===== config.mk =====
export PLATFORM = sky130hd
export DESIGN_NAME = rtwc_back
export DESIGN_NICKNAME = d
export VERILOG_FILES = /design/src/rtl/core/rtwc_pkg.sv /design/src/rtl/core/rtwc_back.sv
export VERILOG_INCLUDE_DIRS = /design/src /design/src/rtl/core
export SDC_FILE = /design/constraint.sdc
export NUM_CORES = 1
export LEC_CHECK = 0
export BUFFER_PORTS_ARGS = -buffer_cell sky130_fd_sc_hd__clkbuf_2
export CAP_MARGIN = 0
export CORE_UTILIZATION = 61
export CTS_CLUSTER_SIZE = 25
export DETAILED_ROUTE_END_ITERATION = 10
export GPL_TIMING_DRIVEN = 0
export PLACE_DENSITY = 0.81
export SLEW_MARGIN = 0
export SYNTH_ARGS = -nofsm -noshare
export SYNTH_HDL_FRONTEND = slang
export SYNTH_SLANG_ARGS = --single-unit

===== constraint.sdc =====
create_clock -name clk -period 16.85 [get_ports clk]
set_input_delay 3.37 -clock clk [delete_from_list [all_inputs] [get_ports clk]]
set_output_delay 3.37 -clock clk [all_outputs]
set_load 0.005 [all_outputs]

===== src/rtl/core/rx_timing_window_checker_assert.svh =====
// Assertion macros shared by the receive timing window checker modules.
// No dependencies; define ASSERT_OFF to compile the checks out.
`ifndef RX_TIMING_WINDOW_CHECKER_ASSERT_SVH
`define RX_TIMING_WINDOW_CHECKER_ASSERT_SVH
`ifndef ASSERT_OFF
`define RTWC_ASSERT_IMP(lbl, clk, rst_n, ante, cons) \
  lbl: assert property (@(posedge clk) disable iff (!rst_n) (ante) |-> (cons)) \
    else $error("rtwc assertion failed");
`define RTWC_ASSERT_NEXT(lbl, clk, rst_n, ante, cons) \
  lbl: assert property (@(posedge clk) disable iff (!rst_n) (ante) |=> (cons)) \
    else $error("rtwc assertion failed");
`else
`define RTWC_ASSERT_IMP(lbl, clk, rst_n, ante, cons)
`define RTWC_ASSERT_NEXT(lbl, clk, rst_n, ante, cons)
`endif
`endif


===== src/rtl/core/rtwc_pkg.sv =====
// Types, codes and constants of the receive timing window checker.
// Used by every module of the block; depends on nothing.
`timescale 1ns / 1ps
`default_nettype none
package rtwc_pkg;

  // Frame numbers wrap at 2**FRAME_BITS frames
  localparam int FRAME_BITS = 8;
  localparam int LIN_W      = 20;
  localparam int ACC_W      = 17;
  localparam int RAW_W      = 21;
  localparam int DIST_W     = 21;
  localparam int OUT_DIST_W = 20;
  localparam int WIN_W      = 13;
  localparam int DELTA_W    = 32;
  localparam int CFG_DATA_W = 13;
  localparam int CFG_IDX_W  = 3;

  localparam logic [1:0] OP_TICK   = 2'd0;
  localparam logic [1:0] OP_MSG    = 2'd1;
  localparam logic [1:0] OP_REPORT = 2'd2;
  localparam logic [1:0] OP_UNUSED = 2'd3;

  localparam logic [1:0] KIND_ON_TIME = 2'd0;
  localparam logic [1:0] KIND_EARLY   = 2'd1;
  localparam logic [1:0] KIND_LATE    = 2'd2;
  localparam logic [1:0] KIND_REPORT  = 2'd3;

  localparam logic [CFG_IDX_W-1:0] REG_ENABLE       = 3'd0;
  localparam logic [CFG_IDX_W-1:0] REG_NUMEROLOGY   = 3'd1;
  localparam logic [CFG_IDX_W-1:0] REG_SYM_PER_SLOT = 3'd2;
  localparam logic [CFG_IDX_W-1:0] REG_WINDOW_START = 3'd3;
  localparam logic [CFG_IDX_W-1:0] REG_WINDOW_END   = 3'd4;

  localparam logic [2:0] MU_MAX  = 3'd4;
  localparam logic [3:0] SPS_EXT = 4'd12;

  typedef struct packed {
    logic [1:0] opcode;
    logic [9:0] frame_number;
    logic [7:0] slot_number;
    logic [3:0] symbol_number;
  } in_t;

  typedef struct packed {
    logic [1:0]                    kind;
    logic signed [OUT_DIST_W-1:0]  distance;
    logic [DELTA_W-1:0]            on_time_delta;
    logic [DELTA_W-1:0]            early_delta;
    logic [DELTA_W-1:0]            late_delta;
    logic signed [OUT_DIST_W-1:0]  earliest_distance;
    logic signed [OUT_DIST_W-1:0]  latest_distance;
  } out_t;

  // Effective configuration as seen by the datapath
  typedef struct packed {
    logic                     enable;
    logic [2:0]               mu;
    logic                     ext_cp;
    logic [LIN_W-1:0]         span;
    logic signed [WIN_W-1:0]  window_start;
    logic signed [WIN_W-1:0]  window_end;
  } cfg_t;

  // Queue entry: operation and linear symbol count
  typedef struct packed {
    logic [1:0]       op;
    logic [LIN_W-1:0] lin;
  } entry_t;

  function automatic logic [7:0] slots_per_frame(input logic [2:0] mu);
    return 8'd10 << mu;
  endfunction

  // Symbols in 2**FRAME_BITS frames: (10 * symbols per slot) << (mu + FRAME_BITS)
  function automatic logic [LIN_W-1:0] span_symbols(input logic [2:0] mu, input logic ext_cp);
    logic [LIN_W-1:0] base;
    base = ext_cp ? 20'd120 : 20'd140;
    return base << ({1'b0, mu} + 4'(FRAME_BITS));
  endfunction

endpackage
`default_nettype wire


===== src/rtl/core/rtwc_back.sv =====
// Back part: tracks air time, classifies messages against the window,
// keeps counters and extremes and drives the result register. Depends on rtwc_pkg.
`timescale 1ns / 1ps
`default_nettype none
`include "rx_timing_window_checker_assert.svh"
module rtwc_back #(
  parameter int COUNT_WIDTH = 32
) (
  input  wire logic         clk,
  input  wire logic         rst_n,
  input  rtwc_pkg::entry_t  pop_data,
  input  wire logic         empty,
  output logic              pop,
  input  rtwc_pkg::cfg_t    cfg,
  output logic              out_valid,
  input  wire logic         out_ready,
  output rtwc_pkg::out_t    out_data
);

  localparam int DW = rtwc_pkg::DIST_W;

  logic [rtwc_pkg::LIN_W-1:0]  air_r;
  logic [COUNT_WIDTH-1:0]      on_r, early_r, late_r;
  logic [COUNT_WIDTH-1:0]      rep_on_r, rep_early_r, rep_late_r;
  logic signed [DW-1:0]        min_r, max_r;
  logic                        min_valid_r;
  logic                        out_valid_r;
  rtwc_pkg::out_t              out_r, out_nxt;

  logic                        is_tick, out_free;
  logic signed [DW-1:0]        d0, d, span_s, half, ws_ext, we_ext;
  logic                        late, early;
  logic [1:0]                  kind;

  assign is_tick  = (pop_data.op == rtwc_pkg::OP_TICK);
  assign out_free = !out_valid_r || out_ready;
  assign pop      = !empty && (is_tick || out_free);

  assign span_s = {1'b0, cfg.span};
  assign half   = {2'b00, cfg.span[rtwc_pkg::LIN_W-1:1]};
  assign ws_ext = {{(DW - rtwc_pkg::WIN_W){cfg.window_start[rtwc_pkg::WIN_W-1]}},
                   cfg.window_start};
  assign we_ext = {{(DW - rtwc_pkg::WIN_W){cfg.window_end[rtwc_pkg::WIN_W-1]}},
                   cfg.window_end};

  assign d0 = $signed({1'b0, air_r}) - $signed({1'b0, pop_data.lin});

  // wrap into [-span/2, span/2)
  always_comb begin
    if (d0 >= half) begin
      d = d0 - span_s;
    end else if (d0 < -half) begin
      d = d0 + span_s;
    end else begin
      d = d0;
    end
  end

  assign late  = d > we_ext;
  assign early = !late && (d < ws_ext);
  assign kind  = late ? rtwc_pkg::KIND_LATE : (early ? rtwc_pkg::KIND_EARLY
                                                     : rtwc_pkg::KIND_ON_TIME);

  always_comb begin
    out_nxt = '0;
    if (pop_data.op == rtwc_pkg::OP_MSG) begin
      out_nxt.kind     = kind;
      out_nxt.distance = d[rtwc_pkg::OUT_DIST_W-1:0];
    end else begin
      out_nxt.kind              = rtwc_pkg::KIND_REPORT;
      out_nxt.on_time_delta     = rtwc_pkg::DELTA_W'(on_r - rep_on_r);
      out_nxt.early_delta       = rtwc_pkg::DELTA_W'(early_r - rep_early_r);
      out_nxt.late_delta        = rtwc_pkg::DELTA_W'(late_r - rep_late_r);
      out_nxt.earliest_distance = min_valid_r ? min_r[rtwc_pkg::OUT_DIST_W-1:0] : '0;
      out_nxt.latest_distance   = max_r[rtwc_pkg::OUT_DIST_W-1:0];
    end
  end

  always_ff @(posedge clk) begin
    if (!rst_n) begin
      air_r       <= '0;
      on_r        <= '0;
      early_r     <= '0;
      late_r      <= '0;
      rep_on_r    <= '0;
      rep_early_r <= '0;
      rep_late_r  <= '0;
      min_r       <= '0;
      min_valid_r <= 1'b0;
      max_r       <= '0;
      out_valid_r <= 1'b0;
    end else begin
      if (pop && !is_tick) begin
        out_valid_r <= 1'b1;
      end else if (out_ready) begin
        out_valid_r <= 1'b0;
      end
      if (pop) begin
        case (pop_data.op)
          rtwc_pkg::OP_TICK: begin
            air_r <= pop_data.lin;
          end
          rtwc_pkg::OP_MSG: begin
            if (!min_valid_r || d < min_r) begin
              min_r <= d;
            end
            min_valid_r <= 1'b1;
            if (d > max_r) begin
              max_r <= d;
            end
            if (late) begin
              late_r <= late_r + 1'b1;
            end else if (early) begin
              early_r <= early_r + 1'b1;
            end else begin
              on_r <= on_r + 1'b1;
            end
          end
          rtwc_pkg::OP_REPORT: begin
            rep_on_r    <= on_r;
            rep_early_r <= early_r;
            rep_late_r  <= late_r;
            min_valid_r <= 1'b0;
            min_r       <= '0;
            max_r       <= '0;
          end
          default: begin
          end
        endcase
      end
    end
  end

  always_ff @(posedge clk) begin
    if (pop && !is_tick) begin
      out_r <= out_nxt;
    end
  end

  assign out_valid = out_valid_r;
  assign out_data  = out_r;

  `RTWC_ASSERT_IMP(a_max_not_negative, clk, rst_n, 1'b1, !max_r[DW-1])
  `RTWC_ASSERT_IMP(a_min_below_max, clk, rst_n, min_valid_r, min_r <= max_r)
  `RTWC_ASSERT_NEXT(a_report_clears, clk, rst_n, pop && pop_data.op == rtwc_pkg::OP_REPORT,
                    !min_valid_r && max_r == '0 && out_valid_r)

endmodule
`default_nettype wire


**Word level (Yosys, flattened, before mapping)**

Index checks and enable logic that the tools add are counted.

- Multiplexer cells: 11
- Order comparisons: 6
- Bitwise logic cells: 4
- Add/subtract/negate cells: 10
- Reduce and logical (&&, ||, !) cells: 24
- Equality and inequality tests: 4

Operator list:

| cell | count |
|---|---|
| $add 32x1->32 const B | 3 |
| $sub 32x32->32 | 3 |
| $mux 21 | 4 |
| $pmux 21 s2 | 2 |
| $lt 21x21->1 | 2 |
| $add 21x21->21 | 1 |
| $ge 21x20->1 | 1 |
| $gt 21x13->1 | 1 |
| $gt 21x21->1 | 1 |
| $lt 21x13->1 | 1 |
| $neg 19->21 | 1 |
| $sub 20x20->21 | 1 |
| $sub 21x21->21 | 1 |
| $reduce_and 3->1 | 3 |
| $reduce_and 4->1 | 2 |
| $reduce_and 2->1 | 3 |
| $logic_not 1->1 | 5 |
| $mux 1 | 4 |
| $ne 2x1->1 const B | 2 |
| $not 1->1 | 4 |
| $reduce_bool 2->1 | 2 |
| $reduce_or 2->1 | 2 |
| $logic_and 1x1->1 | 3 |
| $logic_or 1x1->1 | 3 |
| 4 further kinds | 4 |

- Word-level logic and storage cells: 78
- Input bits: 77
- Output and inout bits: 160
- Register bits: 414

**Depth between registers and ports, before layout**

- Depth in word-level cells: 9
- Depth in mapped cells: 37
- Gate-level depth less buffers: 34

**Worst setup path after synthesis**

OpenSTA, ideal clock, no wires.

- Kind: input -> register
- Start: in pop_data[20] in the netlist's numbering
- End: reg out_r, in the netlist out_data[0] (enable)
- Data required time: 15.981 ns
- Slack: 1.616 ns
- Data arrival time: 14.365 ns
- Stages: 4
- Path buffers: 0
- Setup time: 0.869 ns
- Cell sequence: inv_1 > ha_1 > nor2_1 > nor3_1

- Longest elaborated chain between the ends: 4
- Elaborated cells on any way between the ends: 5
- Classes of those cells: 5 x reduce/logical

Ends and longest elaborated chain:

| element | line | text |
|---|---|---|
| start: declaration | rtwc_back.sv:11 | `input rtwc_pkg::entry_t pop_data,` |
| $logic_not 2->1 (*) | rtwc_back.sv:35 | `assign is_tick = (pop_data.op == rtwc_pkg::OP_TICK);` |
| $logic_or 1x1->1 | rtwc_back.sv:37 | `assign pop = !empty && (is_tick \|\| out_free);` |
| $logic_and 1x1->1 | rtwc_back.sv:37 |  |
| $logic_and 1x1->1 (*) | rtwc_back.sv:135 | `if (pop && !is_tick) begin` |
| end signal: assignment | rtwc_back.sv:136 | `out_r <= out_nxt;` |
| end: declaration | rtwc_back.sv:28 | `rtwc_pkg::out_t out_r, out_nxt;` |

Every way passes the cells marked *; elsewhere a longest branch is shown, timed or not.
A chain may end at the register's enable or synchronous reset.

**Worst setup path after layout**

- Start: in pop_data[0] in the netlist's numbering
- End: reg on_r[31]

- Longest elaborated chain between the ends: 9
- Elaborated cells on any way between the ends: 14
- Classes of those cells: 3 x add/sub; 4 x order compare; 2 x mux; 2 x bitwise; 3 x reduce/logical

Ends and longest elaborated chain:

| element | line | text |
|---|---|---|
| $sub 20x20->21 (*) | rtwc_back.sv:46 | `assign d0 = $signed({1'b0, air_r}) - $signed({1'b0, pop_data.lin});` |
| $add 21x21->21 or $lt 21x21->1 (tied branches) | rtwc_back.sv:53, rtwc_back.sv:52 |  |
| $mux 21 | rtwc_back.sv:52 | `end else if (d0 < -half) begin` |
| $mux 21 (*) | rtwc_back.sv:50 | `if (d0 >= half) begin` |
| via d[8] | rtwc_back.sv:31 | `logic signed [DW-1:0] d0, d, span_s, half, ws_ext, we_ext;` |
| $gt 21x13->1 | rtwc_back.sv:59 | `assign late = d > we_ext;` |
| $logic_not 1->1 | rtwc_back.sv:60 | `assign early = !late && (d < ws_ext);` |
| $logic_and 1x1->1 | rtwc_back.sv:60 |  |
| $not 1->1 (no line) | -- |  |
| $reduce_and 4->1 (no line) (*) | -- |  |
| end signal: assignment | rtwc_back.sv:116 | `on_r <= on_r + 1'b1;` |
| end: declaration | rtwc_back.sv:23 | `logic [COUNT_WIDTH-1:0] on_r, early_r, late_r;` |

The timed path passes the listed nets; every way through them passes the cells marked *.

==> qor.yml <==
floorplanning:
  boundaryPins: 237
  fp.dieW_microns: 217
  core_area_sq_mm: 0.0454
  start_util: 0.619
  die_area_sq_mm: 0.0469
  die_h_microns: 217
  row_count: 78
routing:
  routedWlPerCell_microns: 18.0
  drt-initial-drc-count: 2238
  drt-total-wl_microns: 77600
  drt_first_pass_iters: 6
  vias: 25600
  via_per_inst: 5.96
  drtAntennaViolNets: 0
  remaining_drc_errors: 0
clock_tree:
  cts_max_path_buffers: 3
  clk_pin_slew_ps: 60
  cts_tree: "yes"
  cts-buffers-inserted: 46
  clock-sinks: 414
  h-tree-depth: 2
  ctsResizeCount: 0
  cts_hold_buf: 0
  clock_latency_ps: 600
  root_buffer: "clkbuf_16"
  cts_setup_buffers: 0
worst_setup_path:
  worst_path_most_repeated_cell: "a21oi_1"
  required_ps: 17370
  worst_path_max_delay_cell: "nor3b_1"
  rr_worst_depth: 36
  critPathMaxFanout: 10
  critPathKind: "in2reg"
  ff2ff_setup_slack_ps: 5600
  startpoint_type: "input port"
  r2r_end: "on_r[31]"
  slowest_delay_ps: 980
  cp.arrival_ps: 14290
  endpoint_kind: "register"
  r2r_start: "air_r[0]"
power:
  p_int_mw: 1.96
  ir_worst_vdd_mv: 0.0722
  swShare: 0.314
  power_mw: 2.86
  p_switching_mw: 0.897
  p_leak_nw: 13.0
  powerDensity_mw_per_mm2: 89.9
  comb_power_share: 0.243
  pwr-share-clk: 0.375
  seqPwrFrac: 0.381
synth:
  ys.flop_type: "dfxtp_1"
  syn_nets: 3728
  avgSynthCellArea_sq_um: 8.35
  syn_inst: 3366
  synth_area_sq_mm: 0.0281
  synth_area_leader_cell: "dfxtp_1"
  synth_edf_count: 158
  netlist.area_leader.share: 0.182
  ys_warn_count: 0
  synth_seq_area_share: 0.351
  synth_cell_types: 88
  synth_area_leaders: "dfxtp_1 (18%), edfxtp_1 (17%), ha_1 (12%)"
  synth_seq_cells: 414
  synthArstFlopShare: 0
timing:
  max_freq_ghz: 0.0726
  rsz0062_at_grt: "false"
  finalCritPeriodShare: 0.818
  fin_skew_ps: 21.0
  finalHoldViolCount: 0
  worstMarginPinSlew_ps: 1280
  fin_crit_ps: 13780
  setup_tns_ps: 0
  maxSlewHeadroom: 0.147
  slew_viol_final: 0
  setup_viol: 0
min_path:
  hp-class: "reg2reg"
  holdCritStartpoint: "max_r[20]"
  hold_depth: 2
  hold_end: "max_r[20]"
placed_design:
  dpl_cell_area_sq_mm: 0.0302
  hpwlAfterDp_microns: 59000
  dp_cells: 4211
  portBuffers: 231
  gp_congestion: 0.974
layout:
  fillers: 3658
  n_antenna_cell: 0
  fin_cells: 4297
  design_area_sq_mm: 0.0318
  final_layout_size_suffix_gt1_frac: 0.107
  finish.utilization: 0.701
  syn2layout_area_growth_pct: 13.1
  fin_nets: 4021
global_route:
  grt_max_degree: 16
  globalRouteOverflowTotal: 0
  first_global_vias: 23600
  grt_usage: 0.326
  antenna_found_initial: 1
  grt_first_pass_wirelength_microns: 123000
status:
  status: "finished, final reports clean"
run:
  timing.max_cap.violations: 0
-- Yosys cell counts, drive strengths merged (18+ instances only) --
cell type  count
o21ai        124
buf           26
a31oi         27
clkbuf       109
and2          58
dfxtp        256
a21o          63
a21oi        310
edfxtp       158
ha           279
nand3         80
o31ai         20
or3           26
nor2b         42
mux2i         79
a211oi        37
nand2        436
o211ai        24
inv          276
xor2          49
or2           23
and3          50
nor3          64
xnor2         73
o21a          41
o21bai        19
nand2b        94
and4          18
nor2         268
nand4         75
-- per-layer routing --
metal  wire length [microns]  track usage  up-vias
met1                   34000        0.447    11900
met4                    3420        0.139        0
met2                   34100        0.511     1002
li1                        -            -    12500
met5                       0            0        -
met3                    6100       0.0511      205
-- through the flow --
step	hold WS (ps)	setup slack, ps
after floorplan	432	1620
after global placement	441	-3020
after detailed placement	444	2830
after CTS	452	3380
after global routing	466	2660
final	453	3070
-- worst max-delay path by stage --
stage	from	to	slack [ps]	depth (start not counted)
2_1_floorplan	pop_data[20]	out_data[0]	1620	4
3_3_place_gp	pop_data[20]	out_data[60]	-3020	5
3_5_place_dp	pop_data[0]	on_r[31]	2830	36
4_1_cts	pop_data[0]	on_r[31]	3380	36
5_1_grt	pop_data[0]	on_r[31]	2660	36
6_report	pop_data[0]	on_r[31]	3070	36
-- registers in the layout, indices dropped and copies added (netlist names) --
signal / cells
out_valid: 1
out_data: 158
early_r: 32
min_valid_r: 1
on_r: 32
rep_late_r: 32
min_r: 21
rep_early_r: 32
late_r: 32
max_r: 21
rep_on_r: 32
air_r: 20
-- power groups by stage --
stage	sequential, mW	combinational, mW	clock (mW)
floorplan	1.12	0.458	0
global placement	1.12	0.652	0
detailed placement	1.11	0.672	0
CTS	1.09	0.678	1.08
global route	1.09	0.765	1.12
finish	1.09	0.695	1.07
-- layout make-up --
class	instances	area [sq um]	area share
clock buffer	65	1410	0.0445
clock inverter	21	214	0.00673
multi-input combinational	2540	16700	0.524
timing repair buffer	245	1310	0.0411
tap	600	751	0.0236
inverter	277	1040	0.0327
buffer	135	538	0.0169
sequential	414	9870	0.310
-- cell usage in the layout (no fill, tap or decap), types with 9 or more instances in the layout --
cell and n:
buf_2 10, nand2_1 436, o41ai_1 9, o21a_1 41
o21ai_0 120, nand4_1 75, a211o_1 10, nor4_1 14
o31ai_1 18, and2_1 58, nor3_1 62, nor2_1 267
ha_1 279, or4_1 10, edfxtp_1 158, nand2b_1 94
nand3_1 80, xnor2_1 73, a31oi_1 27, o211ai_1 24
dfxtp_1 256, buf_6 12, and4_1 18, mux2i_1 77
xor2_1 49, a211oi_1 35, buf_1 11, o21bai_1 19
and3_1 50, clkbuf_1 115, a21oi_1 309, nor2b_1 42
clkbuf_2 231, clkinv_2 9, inv_1 276, clkbuf_16 52
or2_2 20, or3_1 24, a21o_1 63
-- cells by family after synthesis --
group / count (synthesis) / share of synthesized area
xor gates and xnor gates: 122 / 0.0380
AOI/OAI and AO/OA: 780 / 0.178
and+or+nand+nor: 1269 / 0.217
buffers and inverters: 412 / 0.0561
DFF: 414 / 0.351
muxes: 84 / 0.0310
adders and majority gates: 285 / 0.129
-- critical path, delay by kind of cell --
kind | cells | cell delay (ps)
AO/OA/AOI/OAI | 16 | 4190
AND/OR/NAND/NOR | 8 | 3000
adder cells (fa/ha/maj) | 4 | 1480
buffers and inverters | 5 | 1220
XOR/XNOR | 1 | 550
multiplexers | 2 | 460
Power figures use the tool's default switching activity.
